**src/rtl/core/marker_length_frame_receiver_assert.svh**
```systemverilog
`ifndef MARKER_LENGTH_FRAME_RECEIVER_ASSERT_SVH
`define MARKER_LENGTH_FRAME_RECEIVER_ASSERT_SVH

// concurrent checks, compiled out for synthesis
`ifndef SYNTHESIS
`define MLFR_ASSERT(lbl, clk, rst_n, prop) \
  lbl: assert property (@(posedge clk) disable iff (!rst_n) (prop)) \
    else $error("mlfr assertion failed");
`define MLFR_ASSERT_NEVER(lbl, clk, rst_n, cond) \
  lbl: assert property (@(posedge clk) disable iff (!rst_n) !(cond)) \
    else $error("mlfr forbidden condition seen");
`else
`define MLFR_ASSERT(lbl, clk, rst_n, prop)
`define MLFR_ASSERT_NEVER(lbl, clk, rst_n, cond)
`endif

`endif

```
**src/rtl/core/mlfr_pkg.sv**
```systemverilog
package mlfr_pkg;

  localparam int ADDR_W = 4;
  localparam int DATA_W = 32;

  localparam logic [1:0] REG_FIRST_MARKER  = 2'd0;
  localparam logic [1:0] REG_SECOND_MARKER = 2'd1;
  localparam logic [1:0] REG_END_MARKER    = 2'd2;

  typedef struct packed {
    logic [7:0] first_marker;
    logic [7:0] second_marker;
    logic [7:0] end_marker;
  } cfg_t;

  typedef struct packed {
    logic accept;
    logic clr_idx;
    logic rd_en;
    logic load_out;
    logic inc_idx;
  } cmd_t;

  typedef struct packed {
    logic frame_ok;
    logic out_free;
    logic idx_last;
  } status_t;

endpackage

```
**src/rtl/core/mlfr_ram.sv**
```systemverilog
module mlfr_ram #(
  parameter int WIDTH = 8,
  parameter int DEPTH = 16
) (
  input  logic                     clk_i,
  input  logic                     we_i,
  input  logic [$clog2(DEPTH)-1:0] waddr_i,
  input  logic [WIDTH-1:0]         wdata_i,
  input  logic                     re_i,
  input  logic [$clog2(DEPTH)-1:0] raddr_i,
  output logic [WIDTH-1:0]         rdata_o
);

  logic [WIDTH-1:0] mem_q [DEPTH];
  logic [WIDTH-1:0] rdata_q;

  always_ff @(posedge clk_i) begin
    if (we_i) begin
      mem_q[waddr_i] <= wdata_i;
    end
    if (re_i) begin
      rdata_q <= mem_q[raddr_i];
    end
  end

  assign rdata_o = rdata_q;

endmodule

```
**src/rtl/core/mlfr_regs.sv**
```systemverilog
module mlfr_regs (
  input  logic                       clk_i,
  input  logic                       rst_ni,
  input  logic                       psel,
  input  logic                       penable,
  input  logic                       pwrite,
  input  logic [mlfr_pkg::ADDR_W-1:0] paddr,
  input  logic [mlfr_pkg::DATA_W-1:0] pwdata,
  output logic [mlfr_pkg::DATA_W-1:0] prdata,
  output logic                       pready,
  output mlfr_pkg::cfg_t             cfg_o
);
  import mlfr_pkg::*;

  cfg_t cfg_q, cfg_d;
  logic wr_en;

  assign pready = 1'b1;
  assign wr_en  = psel && penable && pwrite;

  always_comb begin
    cfg_d = cfg_q;
    if (wr_en) begin
      unique case (paddr[3:2])
        REG_FIRST_MARKER:  cfg_d.first_marker  = pwdata[7:0];
        REG_SECOND_MARKER: cfg_d.second_marker = pwdata[7:0];
        REG_END_MARKER:    cfg_d.end_marker    = pwdata[7:0];
        default:           cfg_d = cfg_q;
      endcase
    end
  end

  always_ff @(posedge clk_i or negedge rst_ni) begin
    if (!rst_ni) begin
      cfg_q <= '0;
    end else begin
      cfg_q <= cfg_d;
    end
  end

  always_comb begin
    unique case (paddr[3:2])
      REG_FIRST_MARKER:  prdata = {24'b0, cfg_q.first_marker};
      REG_SECOND_MARKER: prdata = {24'b0, cfg_q.second_marker};
      REG_END_MARKER:    prdata = {24'b0, cfg_q.end_marker};
      default:           prdata = '0;
    endcase
  end

  assign cfg_o = cfg_q;

endmodule

```
**src/rtl/core/mlfr_dpath.sv**
```systemverilog
`include "marker_length_frame_receiver_assert.svh"

module mlfr_dpath #(
  parameter int FRAME_BYTES = 16
) (
  input  logic                clk_i,
  input  logic                rst_ni,
  input  mlfr_pkg::cfg_t      cfg_i,
  input  mlfr_pkg::cmd_t      cmd_i,
  output mlfr_pkg::status_t   status_o,
  input  logic [7:0]          rx_byte_i,
  output logic                frame_valid_o,
  input  logic                frame_stall_i,
  output logic [7:0]          frame_byte_o,
  output logic [3:0]          byte_position_o,
  output logic                last_of_frame_o
);
  import mlfr_pkg::*;

  localparam int CW = $clog2(FRAME_BYTES + 1);
  localparam int AW = $clog2(FRAME_BYTES);
  localparam int PW = (CW < 4) ? CW : 4;

  typedef enum logic [1:0] {
    HUNT_NONE   = 2'd0,
    HUNT_FIRST  = 2'd1,
    HUNT_LENGTH = 2'd2
  } hunt_e;

  hunt_e         hunt_q, hunt_d;
  logic          recv_q, recv_d;
  logic          held_q, held_d;
  logic [CW-1:0] cnt_q, cnt_d;
  logic [CW-1:0] exp_q, exp_d;
  logic [CW-1:0] len_q, len_d;
  logic [CW-1:0] idx_q, idx_d;
  logic [CW-1:0] cnt_inc;
  logic          len_ok;
  logic          frame_end;
  logic          out_valid_q, out_valid_d;
  logic [7:0]    out_byte_q;
  logic [3:0]    out_pos_q;
  logic          out_last_q;
  logic [7:0]    rd_data;

  assign cnt_inc   = cnt_q + CW'(1);
  assign frame_end = recv_q && (cnt_inc >= exp_q);
  assign len_ok    = (rx_byte_i >= 8'd2) && (9'(rx_byte_i) <= 9'(FRAME_BYTES + 1));

  assign status_o.frame_ok = frame_end && (rx_byte_i == cfg_i.end_marker);
  assign status_o.out_free = !out_valid_q || !frame_stall_i;
  assign status_o.idx_last = ((idx_q + CW'(1)) == len_q);

  always_comb begin
    hunt_d = hunt_q;
    recv_d = recv_q;
    held_d = held_q;
    cnt_d  = cnt_q;
    exp_d  = exp_q;
    len_d  = len_q;
    if (cmd_i.accept) begin
      priority if (recv_q) begin
        cnt_d = cnt_inc;
        if (frame_end) begin
          recv_d = 1'b0;
          cnt_d  = '0;
          exp_d  = '0;
          hunt_d = HUNT_NONE;
          if (rx_byte_i == cfg_i.end_marker) begin
            held_d = 1'b1;
            len_d  = exp_q;
          end
        end
      end else if (held_q) begin
        held_d = 1'b0;
      end else if (rx_byte_i == cfg_i.first_marker) begin
        hunt_d = HUNT_FIRST;
      end else if (rx_byte_i == cfg_i.second_marker && hunt_q == HUNT_FIRST) begin
        hunt_d = HUNT_LENGTH;
      end else if (hunt_q == HUNT_LENGTH) begin
        hunt_d = HUNT_NONE;
        if (len_ok) begin
          recv_d = 1'b1;
          cnt_d  = '0;
          exp_d  = CW'(rx_byte_i - 8'd1);
        end
      end else begin
        hunt_d = HUNT_NONE;
      end
    end
  end

  always_comb begin
    idx_d = idx_q;
    if (cmd_i.clr_idx) begin
      idx_d = '0;
    end else if (cmd_i.inc_idx) begin
      idx_d = idx_q + CW'(1);
    end
  end

  always_comb begin
    out_valid_d = out_valid_q;
    if (cmd_i.load_out) begin
      out_valid_d = 1'b1;
    end else if (!frame_stall_i) begin
      out_valid_d = 1'b0;
    end
  end

  always_ff @(posedge clk_i or negedge rst_ni) begin
    if (!rst_ni) begin
      hunt_q      <= HUNT_NONE;
      recv_q      <= 1'b0;
      held_q      <= 1'b0;
      cnt_q       <= '0;
      exp_q       <= '0;
      len_q       <= '0;
      idx_q       <= '0;
      out_valid_q <= 1'b0;
    end else begin
      hunt_q      <= hunt_d;
      recv_q      <= recv_d;
      held_q      <= held_d;
      cnt_q       <= cnt_d;
      exp_q       <= exp_d;
      len_q       <= len_d;
      idx_q       <= idx_d;
      out_valid_q <= out_valid_d;
    end
  end

  always_ff @(posedge clk_i) begin
    if (cmd_i.load_out) begin
      out_byte_q <= rd_data;
      out_pos_q  <= 4'(idx_q[PW-1:0]);
      out_last_q <= status_o.idx_last;
    end
  end

  mlfr_ram #(
    .WIDTH (8),
    .DEPTH (FRAME_BYTES)
  ) u_store (
    .clk_i   (clk_i),
    .we_i    (cmd_i.accept && recv_q),
    .waddr_i (cnt_q[AW-1:0]),
    .wdata_i (rx_byte_i),
    .re_i    (cmd_i.rd_en),
    .raddr_i (idx_q[AW-1:0]),
    .rdata_o (rd_data)
  );

  assign frame_valid_o   = out_valid_q;
  assign frame_byte_o    = out_byte_q;
  assign byte_position_o = out_pos_q;
  assign last_of_frame_o = out_last_q;

  `MLFR_ASSERT(a_cnt_in_range, clk_i, rst_ni, recv_q |-> (cnt_q < exp_q))
  `MLFR_ASSERT(a_held_idle, clk_i, rst_ni, held_q |-> (!recv_q && hunt_q == HUNT_NONE))
  `MLFR_ASSERT_NEVER(a_load_over, clk_i, rst_ni, cmd_i.load_out && out_valid_q && frame_stall_i)

endmodule

```
**src/rtl/core/mlfr_ctrl.sv**
```systemverilog
`include "marker_length_frame_receiver_assert.svh"

module mlfr_ctrl (
  input  logic              clk_i,
  input  logic              rst_ni,
  input  logic              rx_valid_i,
  output logic              rx_stall_o,
  input  mlfr_pkg::status_t status_i,
  output mlfr_pkg::cmd_t    cmd_o
);
  import mlfr_pkg::*;

  typedef enum logic [1:0] {
    ST_IDLE = 2'd0,
    ST_READ = 2'd1,
    ST_WAIT = 2'd2
  } state_e;

  state_e state_q, state_d;

  always_comb begin
    cmd_o          = '0;
    cmd_o.accept   = (state_q == ST_IDLE) && rx_valid_i;
    cmd_o.clr_idx  = cmd_o.accept && status_i.frame_ok;
    cmd_o.rd_en    = (state_q == ST_READ);
    cmd_o.load_out = (state_q == ST_WAIT) && status_i.out_free;
    cmd_o.inc_idx  = cmd_o.load_out && !status_i.idx_last;
  end

  assign rx_stall_o = (state_q != ST_IDLE);

  always_comb begin
    state_d = state_q;
    unique case (state_q)
      ST_IDLE: begin
        if (cmd_o.clr_idx) begin
          state_d = ST_READ;
        end
      end
      ST_READ: state_d = ST_WAIT;
      ST_WAIT: begin
        if (status_i.out_free) begin
          state_d = status_i.idx_last ? ST_IDLE : ST_READ;
        end
      end
      default: state_d = ST_IDLE;
    endcase
  end

  always_ff @(posedge clk_i or negedge rst_ni) begin
    if (!rst_ni) begin
      state_q <= ST_IDLE;
    end else begin
      state_q <= state_d;
    end
  end

  `MLFR_ASSERT(a_frame_starts_read, clk_i, rst_ni, cmd_o.clr_idx |=> cmd_o.rd_en)

endmodule

```
**src/rtl/core/marker_length_frame_receiver.sv**
```systemverilog
// Receives one serial byte per request and hunts for a first marker, a second marker and a
// length byte L (2..FRAME_BYTES+1); the following L-1 bytes go into an on-chip buffer, and
// when the last of them equals the end marker the whole buffer is sent out, one request per
// byte with its position and a last flag. Frames with a bad trailer or length are dropped
// silently, and the byte after a sent frame is discarded; the input stalls only while a frame
// drains, which starts after a good trailer. Each stored byte is read from the buffer and then
// loaded into the output register; that load waits while a held output byte is stalled. The
// input opens again as soon as the final byte sits in the output register.
// Marker registers at byte addresses 0, 4 and 8 reset to zero and keep only bits 7:0.
module marker_length_frame_receiver #(
  parameter int FRAME_BYTES = 16
) (
  input  logic                        clk_i,
  input  logic                        rst_ni,
  input  logic                        psel,
  input  logic                        penable,
  input  logic                        pwrite,
  input  logic [mlfr_pkg::ADDR_W-1:0] paddr,
  input  logic [mlfr_pkg::DATA_W-1:0] pwdata,
  output logic [mlfr_pkg::DATA_W-1:0] prdata,
  output logic                        pready,
  input  logic                        rx_valid_i,
  output logic                        rx_stall_o,
  input  logic [7:0]                  rx_byte_i,
  output logic                        frame_valid_o,
  input  logic                        frame_stall_i,
  output logic [7:0]                  frame_byte_o,
  output logic [3:0]                  byte_position_o,
  output logic                        last_of_frame_o
);
  import mlfr_pkg::*;

  cfg_t    cfg;
  cmd_t    cmd;
  status_t status;

  mlfr_regs u_regs (
    .clk_i   (clk_i),
    .rst_ni  (rst_ni),
    .psel    (psel),
    .penable (penable),
    .pwrite  (pwrite),
    .paddr   (paddr),
    .pwdata  (pwdata),
    .prdata  (prdata),
    .pready  (pready),
    .cfg_o   (cfg)
  );

  mlfr_ctrl u_ctrl (
    .clk_i      (clk_i),
    .rst_ni     (rst_ni),
    .rx_valid_i (rx_valid_i),
    .rx_stall_o (rx_stall_o),
    .status_i   (status),
    .cmd_o      (cmd)
  );

  mlfr_dpath #(
    .FRAME_BYTES (FRAME_BYTES)
  ) u_dpath (
    .clk_i           (clk_i),
    .rst_ni          (rst_ni),
    .cfg_i           (cfg),
    .cmd_i           (cmd),
    .status_o        (status),
    .rx_byte_i       (rx_byte_i),
    .frame_valid_o   (frame_valid_o),
    .frame_stall_i   (frame_stall_i),
    .frame_byte_o    (frame_byte_o),
    .byte_position_o (byte_position_o),
    .last_of_frame_o (last_of_frame_o)
  );

endmodule

```
**config.mk**
```make
export PLATFORM = sky130hd
export DESIGN_NAME = marker_length_frame_receiver
export DESIGN_NICKNAME = d
export VERILOG_FILES = /design/src/rtl/core/mlfr_pkg.sv /design/src/rtl/core/mlfr_ram.sv /design/src/rtl/core/mlfr_regs.sv /design/src/rtl/core/mlfr_dpath.sv /design/src/rtl/core/mlfr_ctrl.sv /design/src/rtl/core/marker_length_frame_receiver.sv
export VERILOG_INCLUDE_DIRS = /design/src /design/src/rtl/core
export SDC_FILE = /design/constraint.sdc
export NUM_CORES = 1
export LEC_CHECK = 0
export BUFFER_PORTS_ARGS = -buffer_cell sky130_fd_sc_hd__buf_4
export CAP_MARGIN = 20
export CORE_UTILIZATION = 40
export CTS_CLUSTER_SIZE = 8
export DETAILED_ROUTE_END_ITERATION = 6
export PLACE_DENSITY = 0.65
export SLEW_MARGIN = 5
export SYNTH_ARGS = -nofsm -noshare
export SYNTH_HDL_FRONTEND = slang
export SYNTH_SLANG_ARGS = --single-unit
```
**constraint.sdc**
```tcl
create_clock -name clk_i -period 3 [get_ports clk_i]
set_input_delay 0.15 -clock clk_i [delete_from_list [all_inputs] [get_ports clk_i]]
set_output_delay 0.15 -clock clk_i [all_outputs]
set_load 0.01 [all_outputs]
```
==> results of run 1 <==
-- worst min-delay path by stage --
stage	start	end	slack, ns	cells past startpoint
after floorplan	rst_ni	u_ctrl.state_q[0]$_DFFE_PN0P_	-0.15	0
after global placement	rst_ni	u_regs.cfg_o[0]$_DFFE_PN0P_	0.21	1
after detailed placement	rst_ni	u_regs.cfg_o[1]$_DFFE_PN0P_	0.23	1
after CTS	rx_byte_i[7]	u_dpath.u_store.mem_q[3][7]$_DFFE_PP_	0.07	1
after global routing	rx_byte_i[7]	u_dpath.u_store.mem_q[3][7]$_DFFE_PP_	0.08	1
final	rx_byte_i[7]	u_dpath.u_store.mem_q[10][7]$_DFFE_PP_	0.09	1
-- critical path, delay by kind of cell, from the launching register on --
family                   cells  cell delay, ns
AO/OA/AOI/OAI                2            0.65
XOR/XNOR                     1            0.17
adder cells (fa/ha/maj)      2            0.57
flip-flops                   1            0.43
multiplexers                 1            0.38
AND/OR/NAND/NOR              2            0.41
-- sequential cells by signal, indices dropped and copies added (netlist names) --
| signal | flops |
|---|---|
| u_ctrl.state_q | 2 |
| u_dpath.byte_position_o | 4 |
| u_dpath.cnt_q | 5 |
| u_dpath.exp_q | 5 |
| u_dpath.frame_byte_o | 8 |
| u_dpath.frame_valid_o | 1 |
| u_dpath.held_q | 1 |
| u_dpath.hunt_q | 2 |
| u_dpath.idx_q | 5 |
| u_dpath.last_of_frame_o | 1 |
| u_dpath.len_q | 5 |
| u_dpath.recv_q | 1 |
| u_dpath.u_store.mem_q | 128 |
| u_dpath.u_store.rdata_o | 8 |
| u_regs.cfg_o | 24 |
-- cell families (layout without fill, tap and decap cells) --
group,Yosys count,count (layout),synth area share
AOI/OAI and AO/OA,49,49,0.03583
adders and majority gates,13,13,0.01848
xor gates and xnor gates,35,35,0.03484
and+or+nand+nor,88,88,0.05503
other,2,25,0.0008534
muxes,87,87,0.1601
DFF,200,200,0.6535
buffers and inverters,67,126,0.04138
-- cells in the final DEF, fill, tap and decap left out, drive strengths merged, types with 7 or more instances in the layout --
cell and n:
edfxtp 149, buf 64, dfrtp 51, mux4 40, mux2 30, inv 28, conb 25, o21ai 22
xnor2 21, nand2 21, mux2i 17, clkbuf 17, nor4 16, xor2 14, nor2 14, ha 13
dlygate4sd3 10, nand3 9, a21oi 7
-- power by group through the flow --
stage               Sequential (uW)  Combinational [uW]  Clock [uW]
finish                         3360                1590        2270
global route                   3390                1730        2430
CTS                            3370                1610        2310
detailed placement             3430                1600           0
global placement               3420                1560           0
floorplan                      3340                1230           0
-- per-layer routing --
| metal | vias to the layer above | routed length, um | track usage |
|---|---|---|---|
| li1 | 2160 | - | - |
| met5 | - | 0 | 0 |
| met3 | 14 | 638 | 0.03970 |
| met4 | 0 | 140 | 0.03990 |
| met2 | 121 | 8733 | 0.2742 |
| met1 | 2416 | 7629 | 0.2158 |
-- through the flow --
| stage | hold WS (ns) | area [um^2] | instances | total power (uW) | util |
|---|---|---|---|---|---|
| CTS | 0.07197 | 10130 | 898 | 7286 | 0.4760 |
| global placement | 0.2097 | 9435 | 856 | 4984 | 0.4432 |
| global route | 0.07954 | 10130 | 898 | 7544 | 0.4760 |
| floorplan | -0.1456 | 8886 | 564 | 4568 | - |
| detailed placement | 0.2298 | 9435 | 856 | 5028 | 0.4432 |
| finish | 0.09377 | 10130 | 898 | 7219 | 0.4760 |
-- layout make-up --
type	count	area, um^2	share of cell area
Inverter	20	75.07	0.007409
Timing Repair Buffer	74	593.1	0.05853
Sequential cell	200	5752	0.5677
Clock buffer	17	425.4	0.04199
Multi-Input combinational cell	297	2771	0.2735
Tap cell	275	344.1	0.03396
Clock inverter	15	171.4	0.01692
-- timing repair --
action                                  in CTS  in global routing
hold buffers                                10                  0
endpoints found under the setup margin       0                  0
hold endpoints to repair                    76                  0
==> run summary, run 1 <==
Clock skew on the completed layout was measured at around 0.011 ns. The fraction of synthesized cell area taken by the top area cell type is 0.5085. The signed area change from the synthesized netlist to the final layout is 15.14%. The worst path required time came out at approximately 3.3 ns.

The number of design-rule violations left by the first detailed-router iteration is 431. The transition at the pin with the smallest max-transition slack came out at 0.8153 ns. The share of layout cells above drive strength 1 came out at 0.2857. The gate count after technology mapping came out at 541.

The area of the die is approximately 23,000 um^2. The min-delay analysis places its worst path in the category primary input to flip-flop. The H-tree generated during clock tree synthesis spans 4 levels. In the final routed layout, each cell accounts on average for 19.09 um. The placer congestion estimate came out at 0.8094. Setup repair after global routing left no endpoint under its margin.

The insertion delay to the later sink of the worst-skew pair came out at 0.44 ns. The layout has 1,835 filler cells. The worst setup slack after placement is 0.2918 ns. For this run the aggregate overflow at the end of global routing stands at 0. The flow ran to the end, and the final reports show no timing, DRC or antenna violations. The number of distinct standard cells referenced by the synthesized netlist came out at 51. The first-pass iteration count of the detailed router came out at 4. The count of cells resized by post-cts repair came out at 0.

The setup violation total in the final timing report is 0. The number of flops mapped to enable cells by yosys is 149. The Yosys step of the flow raised 0 warnings.

The final critical delay including setup and external delays is 2.727 ns. The count of buffers from port buffering came out at 47. The sort of element at the end of the critical path is a flip-flop. The number of flip-flops and latches in the synthesized netlist is 200.

The fraction of power spent switching nets is 0.2853. The detailed-route via count came out at 4,711. The first-pass GRT wire length came out at 27.27 mm.

The maximum clock rate is 366.7 MHz. The die is 150.3 um tall. In this run the critical register-to-register path is launched from u_dpath.cnt_q[0]$_DFFE_PN0P_. The initial antenna violation count is 0. In this run the mean area of a mapped cell was ~16 um^2. Setup slack on the critical path of the routed design comes to 0.2727 ns. The synthesized netlist occupies a cell area of 8800 um^2. The delay contributed by the slowest stage of the critical path is 0.43 ns. The maximum resistive drop on vdd is 0.3940 mV. The x dimension of the die came out at between 150 and 200 um. The largest net degree at the start of global routing is 52. The clock root buffer master is sky130_fd_sc_hd__clkbuf_16. The final antenna-violating net count came out at 0.

In this run the worst path has a maximum fanout of 7. The count of endpoints failing hold in the final timing report was 0. The fraction of registers with async set or reset after synthesis came out at 0.2550. The initial core utilization came out at 0.4134. Across the run, the number of max-cap violations was 0. The via count of the first global-routing pass came out at 4,797.

Sorting the synthesized cells by how often they occur yields sky130_fd_sc_hd__edfxtp_1, sky130_fd_sc_hd__dfrtp_1, sky130_fd_sc_hd__mux4_2. The total clock buffers created by CTS came out at 17. The most used flip-flop cell after synthesis is sky130_fd_sc_hd__edfxtp_1.

The worst setup path category is flip-flop to flip-flop. The maximum clock insertion buffer count is 2. The share of synthesized area occupied by flip-flops and latches is 0.6535.

The HPWL after detailed placement is between 10 and 15 mm. Walking the worst path, the cells encountered are ha_1 -> xor2_1 -> ha_1 -> nand2_1 -> o21ai_0 -> a21oi_1 -> nor2_2 -> mux2_2. The most frequent cell after synthesis is sky130_fd_sc_hd__edfxtp_1. In the final timing run, aggregate negative setup slack is 0 ns. For the worst flop-to-flop path, the logic depth is 8. The worst setup path is launched from a flip-flop. The final cycle utilization of the critical path is 0.9091. Of the total power, combinational logic draws 0.220. In this run the post-CTS setup repair buffer count came out at 0. The clock share of power is 0.314. TritonCTS built the clock tree. The cell internal power dissipation came out at just over 5000 uW. The count of antenna diodes in the layout is 0. By area the synthesized netlist is led by sky130_fd_sc_hd__edfxtp_1, sky130_fd_sc_hd__dfrtp_1, sky130_fd_sc_hd__mux4_2, sky130_fd_sc_hd__mux2_2, sky130_fd_sc_hd__buf_4. 99 I/O pins were placed. The headroom to the max-slew limit is 0.4545. The static leakage is 0.003736 uW. The floorplan step defined a core boundary enclosing 21,290 um^2.

The overall routing resource usage is 0.1643. The mean number of vias per cell is 5.246. In this run the core area contains 53 standard-cell rows. The largest total area in the synthesized netlist belongs to sky130_fd_sc_hd__edfxtp_1. The capture point of the worst path is u_dpath.len_q[4]$_DFFE_PN0P_. The number of DRC violations after detailed routing is 0. In this run the power density over the cells is a little over 700 nW/um^2. The net switching power came out at 2059 uW.

Among the stages of the critical path, the cell type that occurs most often is sky130_fd_sc_hd__ha_1. The most critical setup path has its startpoint at u_dpath.cnt_q[0]$_DFFE_PN0P_. The largest individual stage delay along the critical path comes from the cell sky130_fd_sc_hd__dfrtp_1. The part of the total power dissipated in sequential elements is 0.466.

CTS saw 200 sinks. The net count of the finished layout is 674. For this block, the routed nets add up to 17.14 mm of wire. The endpoint of the worst-slack reg-to-reg timing path is u_dpath.len_q[4]$_DFFE_PN0P_. The register-to-register setup slack came out at 0.27 ns. Data on the critical path arrives at its endpoint at approximately 3.1 ns. The final count of pins violating max slew came to 0. The register clock-pin slew on the reported worst setup and hold paths is 0.07 ns.
No activity file was read; power rests on OpenSTA's default activity.
==> run 2: changes to the inputs <==
--- a/config.mk
+++ b/config.mk
@@ -6,6 +6,7 @@
 export SDC_FILE = /design/constraint.sdc
 export NUM_CORES = 1
 export LEC_CHECK = 0
+export ABC_AREA = 1
 export BUFFER_PORTS_ARGS = -buffer_cell sky130_fd_sc_hd__buf_4
 export CAP_MARGIN = 20
 export CORE_UTILIZATION = 40
==> run 2 against run 1 <==
Synthesized area is 3.6% higher. Final area is 1.9% higher. First-iteration DRC count is 46% higher. Register-to-register slack better by 0.15 ns. Clock-buffer cell count stayed put. Via count is 31% higher. Fmax is 5.7% higher. Sequential cell count stayed put. Sequential share of layout area is 1.1 points lower. Sequential power is 7.7% lower. Routed wire length is 14% higher. Largest power group unchanged. Highest routed layer unchanged.
==> run summary, run 2 <==
The worst hold path begins at pwdata[3]. The number of design-rule violations left by the first detailed-router iteration came out at 628 (+46%). The top cell types in the final layout, fill and taps aside, are sky130_fd_sc_hd__nand2_1, sky130_fd_sc_hd__edfxtp_1, sky130_fd_sc_hd__nor2_1. The total clock buffers created by CTS is 17 (unchanged).

The register clock-pin slew on the reported worst setup and hold paths was 0.07 ns (about the same). The post-CTS setup repair buffer count came out at 0 (unchanged). The worst path required time is 3.32 ns (about the same). The power density over cell area was 566.5 nW/um^2 (-20%). The average wire per standard cell came out at 16.09 um (-16%). The number of filler instances in the final layout came out at 2,044 (+11%). The total number of placement rows is 54 (+1.9%). The number of buffers inserted for hold repair after clock tree synthesis came out at 7 (-3). The net count of the finished layout is 986 (+46%). The mean number of vias per cell is 5.095 (-2.9%). The flow ran to the end, and the final reports show no timing, DRC or antenna violations. The share of layout cells above drive strength 1 is 0.1380 (-0.1477). The first-pass iteration count of the detailed router came to 5 (+1). The detailed-route via count came to 6,190 (+31%). The number of placed instances with taps included is 1,176 (+37%).

The count of cells along the worst hold path is 3 (+2). The non-filler instance count after layout came out at 1,215 (+35%). The count of cells resized by post-cts repair came out at 0 (unchanged).

The via count of the first global-routing pass came to 5,741 (+20%). The data arrival time at the worst-slack endpoint is 2.91 ns (-0.14 ns). STA classifies the critical path endpoint as a flip-flop.

The number of flops mapped to enable cells by yosys is 149 (unchanged). The initial antenna violation count came out at 0 (unchanged). The netlist area before placement came to 9117 um^2 (+3.6%). The part of the total power dissipated in sequential elements is 0.530 (+0.064).

The per-instance average area after synthesis is 10.46 um^2 (-36%). The post-route clock skew came out at 0.01337 ns (+0.002559 ns). The gate count after technology mapping came to 872 (+61%). The transition at the pin with the smallest max-transition slack was 0.9618 ns (+0.1465 ns). The cell internal power dissipation came out at 4402 uW (-15%).

Setup repair after global routing left no endpoint under its margin. The final antenna-violating net count came to 0 (unchanged). The total number of H-tree levels is 4 (unchanged). The placer congestion estimate came out at 0.7954 (-1.7%).

The I/O pin count was 99 (unchanged). Compared with the post-synthesis result, the final layout area differs by 13.23%. The maximum clock rate is 387.4 MHz (+5.7%). By area the synthesized netlist is led by sky130_fd_sc_hd__edfxtp_1, sky130_fd_sc_hd__dfrtp_1, sky130_fd_sc_hd__nand2_1, sky130_fd_sc_hd__nor2_1, sky130_fd_sc_hd__o21ai_0. The register-to-register setup slack was 0.42 ns (+0.15 ns). The sink count of the clock tree is 200 (unchanged).

The number of cells on the worst reg-to-reg path is 16 (+8). The critical path in this run is classified as flip-flop to flip-flop. The setup violation total in the final timing report came out at 0 (unchanged). More flip-flops sit in one register than any other, and that register is u_dpath.u_store.mem_q.

The count of endpoints failing hold in the final timing report came out at 0 (unchanged). The cell taking the most area after synthesis is sky130_fd_sc_hd__edfxtp_1. The maximum clock insertion buffer count came out at 2 (unchanged). The total number of yosys warnings came out at 0 (unchanged).

The insertion delay to the later sink of the worst-skew pair came out at 0.44 ns (about the same). In the synthesized netlist the dominant register cell turns out to be sky130_fd_sc_hd__edfxtp_1. The final cycle utilization of the critical path came to 0.8604 (-0.04873). For hold timing, the worst endpoint is u_regs.cfg_o[3]$_DFFE_PN0P_. The area of the core region is 22,090 um^2 (+3.8%). The share of synthesized area occupied by flip-flops and latches is 0.6307 (-0.02278). The clock share of power came out at 0.406 (+0.092).

After synthesis, the most frequently instantiated cells are sky130_fd_sc_hd__nand2_1, sky130_fd_sc_hd__edfxtp_1, sky130_fd_sc_hd__nor2_1. The routed wire length came out at 19.54 mm (+14%). The area of the die is 23,400 um^2 (+3.6%). The final critical delay including setup and external delays came out at 2.581 ns (-0.1462 ns). The path category of the worst min-delay check is primary input to flip-flop. The maximum resistive drop on vdd is 0.3954 mV (+0.35%).

The headroom to the max-slew limit came out at 0.3588 (-0.09563). The first-pass GRT wire length is 30.90 mm (+13%). The largest fanout on the critical path is 8 (+1).

The library cell used most frequently in the layout, excluding fill and tap cells, is sky130_fd_sc_hd__nand2_1. The height of the die is 153.0 um (+1.8%). The largest net degree at the start of global routing is 71 (+37%). The most frequent cell after synthesis is sky130_fd_sc_hd__nand2_1. The sum of net half-perimeters after detailed placement came out at 12.24 mm (+6.3%). The overall routing resource usage came to 0.1718 (+0.007444). The net switching power is 1447 uW (-30%). The initial core utilization was 0.4127 (-0.0007157). The count of antenna diodes in the layout came to 0 (unchanged).

The CTS tree is built. The overall overflow remaining after global route came out at 0 (unchanged). In this run the critical register-to-register path is captured at u_dpath.exp_q[2]$_DFFE_PN0P_. The clock root buffer master is sky130_fd_sc_hd__clkbuf_16.

The static leakage came out at 0.004092 uW (+9.5%). The count of buffers from port buffering came to 47 (unchanged). The final count of pins violating max slew is 0 (unchanged). The number of DRC violations after detailed routing came out at 0 (unchanged). The number of maximum-capacitance constraint violations came to 0 (unchanged). The proportion of power drawn by combinational gates is 0.063 (-0.157).

The fraction of registers with async set or reset after synthesis came out at 0.2550 (unchanged). The fraction of synthesized cell area taken by the top area cell type is 0.4907 (-0.01772). The worst setup path is launched from a flip-flop. The worst register-to-register path begins at u_dpath.cnt_q[0]$_DFFE_PN0P_. The number of distinct standard cells referenced by the synthesized netlist came out at 40 (-22%).

The number of flip-flops and latches in the synthesized netlist came out at 200 (unchanged). The final total power is 5849 uW (-19%). The flip-flop count of the largest register after layout is 128 (unchanged).

The fraction of power spent switching nets is 0.2474 (-0.03791). The x dimension of the die came out at 153.0 um (+1.8%). The setup TNS is 0 ns (unchanged).
[run 2: changes by cell type after synthesis, moves of 17 or more]
cell	delta
sky130_fd_sc_hd__nand3_1	+21
sky130_fd_sc_hd__inv_1	+32
sky130_fd_sc_hd__mux2_2	-30
sky130_fd_sc_hd__mux2i_1	-17
sky130_fd_sc_hd__nand2_1	+132
sky130_fd_sc_hd__o211ai_1	+21
sky130_fd_sc_hd__o21ai_0	+73
sky130_fd_sc_hd__nor2_1	+117
sky130_fd_sc_hd__mux4_2	-40
[run 2: area by class of cell]
class	count	area, um^2	share of cell area
tap	280	350.3	0.03394
clock buffer	17	425.4	0.04121
timing repair buffer	69	548.0	0.05308
sequential	200	5752	0.5571
clock inverter	15	200.2	0.01939
multi-input combinational	569	2801	0.2714
inverter	65	246.5	0.02388
[run 2: worst max-delay path, cell delays in order (launching register included)]
cell                      delay [ns]
sky130_fd_sc_hd__dfrtp_1        0.47
sky130_fd_sc_hd__ha_1           0.28
sky130_fd_sc_hd__nand3_1        0.13
sky130_fd_sc_hd__xor2_1         0.21
sky130_fd_sc_hd__inv_1          0.06
sky130_fd_sc_hd__ha_1           0.29
sky130_fd_sc_hd__nand2_1        0.07
sky130_fd_sc_hd__nor2_1         0.10
sky130_fd_sc_hd__nand2_1        0.05
sky130_fd_sc_hd__nand2_1        0.09
sky130_fd_sc_hd__nor2_4         0.05
sky130_fd_sc_hd__nand2_1        0.20
sky130_fd_sc_hd__nand2_1        0.11
sky130_fd_sc_hd__inv_2          0.10
sky130_fd_sc_hd__nand2_1        0.12
sky130_fd_sc_hd__nand2_1        0.08
sky130_fd_sc_hd__nand2_1        0.05
[run 2: cells by family (layout without fill, tap and decap cells)]
logic type	count (synthesis)	in the layout	share of synthesized area
adder cells (fa/ha/maj)	13	13	0.01784
buffers and inverters	126	166	0.07191
AO/OA/AOI/OAI	171	171	0.1061
other	2	25	0.0008237
XOR/XNOR	16	16	0.01537
AND/OR/NAND/NOR	344	344	0.1573
flip-flops	200	200	0.6307
[run 2: how the worst max path moves through the flow]
stage | cells after the start | endpoint | from
after global placement | 16 | u_dpath.exp_q[0]$_DFFE_PN0P_ | u_dpath.cnt_q[0]$_DFFE_PN0P_
final | 16 | u_dpath.exp_q[2]$_DFFE_PN0P_ | u_dpath.cnt_q[0]$_DFFE_PN0P_
after CTS | 16 | u_dpath.exp_q[4]$_DFFE_PN0P_ | u_dpath.cnt_q[0]$_DFFE_PN0P_
after floorplan | 16 | u_dpath.exp_q[0]$_DFFE_PN0P_ | u_dpath.cnt_q[0]$_DFFE_PN0P_
after global routing | 16 | u_dpath.exp_q[1]$_DFFE_PN0P_ | u_dpath.cnt_q[0]$_DFFE_PN0P_
after detailed placement | 16 | u_dpath.exp_q[4]$_DFFE_PN0P_ | u_dpath.cnt_q[0]$_DFFE_PN0P_
[run 2: stage by stage]
step,instance area [um^2],util,hold slack [ns],setup WS [ns]
final,10320,0.4673,0.01945,0.4189
after global routing,10320,0.4673,0.03437,0.1515
after CTS,10320,0.4673,0.005640,0.4228
after detailed placement,9628,0.4358,0.2377,0.4292
after global placement,9628,0.4358,0.2314,0.5115
after floorplan,9204,-,-0.1456,0.7514
[run 2: power by group through the flow]
stage	sequential, uW	combinational, uW	clock [uW]
6_report	3100	370	2380
2_1_floorplan	3140	252	0
4_1_cts	3100	375	2410
5_1_grt	3110	425	2520
3_3_place_gp	3160	359	0
3_5_place_dp	3160	365	0
[run 2: metal layers]
metal  global-route usage  routed length [um]  up-vias
li1                     -                   -     3023
met4              0.05964                 352        0
met3              0.02920                 913       25
met2               0.2750                9283      193
met5                    0                   0        -
met1               0.2365                8993     2949
